## config.mk

```make
export PLATFORM = sky130hd
export DESIGN_NAME = opfs_ctrl
export DESIGN_NICKNAME = d
export VERILOG_FILES = /design/src/rtl/opfs_pkg.sv /design/src/rtl/opfs_ctrl.sv
export SDC_FILE = /design/constraint.sdc
export NUM_CORES = 1
export LEC_CHECK = 0
export BUFFER_PORTS_ARGS = -buffer_cell sky130_fd_sc_hd__buf_2
export CORE_AREA = 2 2 39 41
export DETAILED_ROUTE_END_ITERATION = 10
export DIE_AREA = 0 0 41 43
export GPL_TIMING_DRIVEN = 0
export PLACE_DENSITY = 0.48
export SYNTH_ARGS = -nofsm -noshare
export SYNTH_HDL_FRONTEND = slang
export SYNTH_SLANG_ARGS = --single-unit
```

## constraint.sdc

```tcl
create_clock -name i_clk -period 1.6 [get_ports i_clk]
set_input_delay 0.48 -clock i_clk [delete_from_list [all_inputs] [get_ports i_clk]]
set_output_delay 0.48 -clock i_clk [all_outputs]
set_load 0.005 [all_outputs]
```

## src/rtl/opfs_pkg.sv

```systemverilog
// ----------------------------------------------------------------------------
// opfs_pkg
// Shared types and constants for the OLED page-mode frame serializer.
// ----------------------------------------------------------------------------
package opfs_pkg;

    localparam int COLUMNS_DEF = 128;
    localparam int PAGES_DEF   = 4;

    localparam int KIND_W   = 2;
    localparam int COLUMN_W = 7;
    localparam int ROW_W    = 5;

    localparam logic [KIND_W-1:0] KIND_WRITE = 2'd0;
    localparam logic [KIND_W-1:0] KIND_CLEAR = 2'd1;
    localparam logic [KIND_W-1:0] KIND_EMIT  = 2'd2;

    localparam logic [7:0] CMD_PAGE_ADDR = 8'h22;
    localparam logic [7:0] CMD_COL_LOW   = 8'h00;
    localparam logic [7:0] CMD_COL_HIGH  = 8'h10;

    typedef struct packed {
        logic [KIND_W-1:0]   kind;
        logic [COLUMN_W-1:0] column;
        logic [ROW_W-1:0]    row;
        logic                pixel_value;
    } t_in_item;

    typedef struct packed {
        logic [7:0] out_byte;
        logic       is_data;
        logic       frame_end;
    } t_out_item;

    typedef struct packed {
        logic start_write;
        logic finish_write;
        logic start_emit;
        logic finish_emit;
        logic clear;
    } t_dp_cmd;

    typedef struct packed {
        logic out_busy;
    } t_dp_status;

endpackage

```

## src/rtl/opfs_ctrl.sv

```systemverilog
// ----------------------------------------------------------------------------
// opfs_ctrl
// Item sequencer: accepts items and steps the datapath through each one.
// ----------------------------------------------------------------------------
module opfs_ctrl
    import opfs_pkg::*;
(
    input  logic       i_clk,
    input  logic       i_rst_n,
    input  logic       i_in_valid,
    input  t_in_item   i_in,
    output logic       o_in_stall,
    input  t_dp_status i_status,
    output t_dp_cmd    o_cmd
);

    localparam logic [1:0] S_IDLE  = 2'd0;
    localparam logic [1:0] S_WRITE = 2'd1;
    localparam logic [1:0] S_EMIT  = 2'd2;

    logic [1:0] r_state;
    logic [1:0] n_state;
    logic       w_accept;

    assign o_in_stall = (r_state != S_IDLE) ||
                        ((i_in.kind == KIND_EMIT) && i_status.out_busy);
    assign w_accept   = i_in_valid && !o_in_stall;

    always_comb begin
        n_state = r_state;
        o_cmd   = '0;
        unique case (r_state)
            S_IDLE: begin
                if (w_accept) begin
                    unique case (i_in.kind)
                        KIND_WRITE: begin
                            o_cmd.start_write = 1'b1;
                            n_state           = S_WRITE;
                        end
                        KIND_CLEAR: begin
                            o_cmd.clear = 1'b1;
                        end
                        KIND_EMIT: begin
                            o_cmd.start_emit = 1'b1;
                            n_state          = S_EMIT;
                        end
                        default: begin
                        end
                    endcase
                end
            end
            S_WRITE: begin
                o_cmd.finish_write = 1'b1;
                n_state            = S_IDLE;
            end
            S_EMIT: begin
                o_cmd.finish_emit = 1'b1;
                n_state           = S_IDLE;
            end
            default: begin
                n_state = S_IDLE;
            end
        endcase
    end

    always_ff @(posedge i_clk) begin
        if (!i_rst_n) begin
            r_state <= S_IDLE;
        end else begin
            r_state <= n_state;
        end
    end

endmodule

```

==> flow_summary_export.csv <==
group,metric,value,unit
outcome,outcome,"finished with violations",
outcome,violations,"negative setup slack",
placement,dp.cells,42,
critical_path,cp_slowest_cell,"or4b_4",
synthesis,synthMuxAreaShare,0,
critical_path,r2r-start,"r_state[1]",
global_routing,grt_start_max_net_pins,6,
clock_network,clk_pin_slew,0.03,ns
critical_path,path_cells,"or4b_4, nor2_1, buf_2",
synthesis,yosys.area.top_type_share,0.296,
global_routing,antenna_found_initial,0,
placement,hpwl,308,um
cells_and_area,fill_cells,168,
synthesis,yosysTopAreaCell,"dfxtp_1",
placement,io_buffers,11,
clock_network,cts-htree-levels,1,
cells_and_area,reg.largest.list,"r_state (2)",
clock_network,cts_tree,"done",
floorplanning,die-area,1760,um^2
sta,hold_violations,0,
synthesis,synth_fa_ha_area_frac,0,
drt,routed_wl,401,um
flow_run,cap_violations,0,
drt,first_iter_violations,1,
clock_network,cts_hold_buf,0,
drt,vias,168,
critical_path,critical_path_class,"flop to output pin",
power,peakVddDrop,0.188,mV
floorplanning,start_util,0.0976,
global_routing,grt_pass1_wl,621,um
critical_path,path_max_fanout,5,
clock_network,cts.sinks,2,
cells_and_area,regMostFlops,"r_state",
synthesis,synth_compound_area_frac,0.0648,
cells_and_area,largest_reg_flops,2,
power,powerDensity,766,nW/um^2
critical_path,crit_required,1.12,ns
critical_path,timing.rr.end,"r_state[0]",
global_routing,grt_pass1_vias,163,
sta,finalCriticalPeriod,1.81,ns
critical_path,cp-end-kind,"output pin",
floorplanning,rows,14,
floorplanning,core_area,1380,um^2
drt,drc,0,
sta,slew_violations,0,
cells_and_area,final_cells,46,
cells_and_area,drive_gt1_frac,0.667,
sta,rsz0062_at_grt,"yes",
drt,first_pass_iters,2,
synthesis,synth.distinct_cells,10,
sta,setup_violations,2,
critical_path,reg2reg_depth,3,
sta,max_slew_margin,0.897,
cells_and_area,nets,51,
clock_network,clock_latency,0.22,ns
critical_path,reg2reg_slack,0.32,ns
floorplanning,die_y,43,um
sta,fin_ws,-0.208,ns
critical_path,start_kind,"flop",
cells_and_area,diodes,0,
global_routing,grt_util_all_layers,0.0631,
power,leakage,0.000141,uW
global_routing,grt-ovfl-total,0,
synthesis,syn_inst,15,
synthesis,netlist_area,135,um^2
floorplanning,io_pins,25,
critical_path,crit_family,"simple AND/OR/NAND/NOR gates",
min_path,min_path_type,"primary input to flop",
synthesis,synth.area.top_cells,"dfxtp_1 (30%), nor2b_1 (14%), or4b_4 (10%)",
synthesis,synth_top_family_by_area,"simple AND/OR/NAND/NOR gates",
synthesis,yosysSeqAreaShare,0.296,
sta,fmax,553,MHz
synthesis,synth-xor-area-share,0,
synthesis,avgSynthCellArea,9.01,um^2
critical_path,setup.worst_path.start,"r_state[1]",
cells_and_area,area_growth,90.7,%
cells_and_area,most-common-layout-cells,"buf_2 (10), clkbuf_4 (3), nor2_1 (2), nor2b_1 (2)",
sta,min_period_over_period,1.13,
sta,worst_pin_slew,0.155,ns
critical_path,slowest_delay,0.57,ns
clock_network,numCtsBuffers,3,
clock_network,cts_buffer_depth,2,
clock_network,ctsRootBufferMaster,"clkbuf_4",
placement,post_dp_cell_area,210,um^2
synthesis,synth_seq_cells,2,
drt,antenna_left,0,
cells_and_area,final_common_cell,"buf_2",
drt,routed_via_density,3.65,
floorplanning,die_w,41,um
critical_path,path_buf_inv,1,
critical_path,cp.arrival,1.33,ns
min_path,min_to,"r_state[0]",
placement,place_congestion,0.651,
sta,holdWs,0.480,ns
cells_and_area,fin_area,258,um^2
synthesis,yosysWarnings,0,
sta,fin_worst_skew,0.00116,ns
synthesis,synth-simple-area-share,0.611,
min_path,hold_depth,2,
synthesis,syn_nets,34,
drt,routedWlPerCell,8.72,um
min_path,min-delay-start,"i_in[13]",
## area by class of cell
cell class	count	area, um^2	share of cell area
clock buffer	3	22.5	0.0874
inverter	1	3.75	0.0146
multi-input combinational	12	101	0.393
sequential	2	41.3	0.160
tap	16	20.0	0.0777
timing repair buffer	12	68.8	0.267
## logic make-up (layout without fill, tap and decap cells)
kind of cell | Yosys count | in the layout
buffers and inverters | 1 | 16
AOI/OAI and AO/OA | 1 | 1
and+or+nand+nor | 11 | 11
DFF | 2 | 2
## synthesized netlist by cell type, drive strengths merged
cell   count
and2b      1
nor2       3
a211o      1
nor2b      3
or4b       1
dfxtp      2
and4       1
nor3b      1
inv        1
and4b      1
## worst max path at each step
| stage | depth (start not counted) | to | slack, ns |
|---|---|---|---|
| after floorplan | 2 | o_cmd[0] | 0.03 |
| after global placement | 4 | o_cmd[4] | -0.16 |
| after detailed placement | 4 | o_cmd[0] | -0.18 |
| after CTS | 4 | o_cmd[4] | -0.22 |
| after global routing | 3 | o_cmd[4] | -0.25 |
| final | 3 | o_cmd[4] | -0.21 |
## power breakdown
group	leakage [uW]	internal, uW	switching, uW
Clock	0.0000138	82.8	29.0
Combinational	0.000110	19.8	13.2
Sequential	0.0000167	51.5	1.35
Total	0.000141	154	43.5
## metal layers
layer	share of wire	wire length (um)	track usage	vias to the layer above
met5	0	0	0	-
met3	0.090	36	0	2
met1	0.38	153	0.0671	73
li1	-	-	-	83
met4	0.050	20	0.140	0
met2	0.48	191	0.0656	10
## per-stage QoR
stage	TNS, ns	power [uW]	setup WS (ns)	utilization
finish	-0.405	198	-0.208	0.186
global route	-0.489	213	-0.246	0.186
CTS	-0.416	205	-0.215	0.180
detailed placement	-0.359	80.5	-0.182	0.152
global placement	-0.333	80.1	-0.161	0.152
floorplan	0	65.7	0.0338	-
## timing repair
item,CTS,global route
cloned,0,0
setup buffers,1,0
gates resized for setup,2,3
pin swaps,2,3
endpoints found under the setup margin,3,4
No activity file was read; power rests on OpenSTA's default activity.
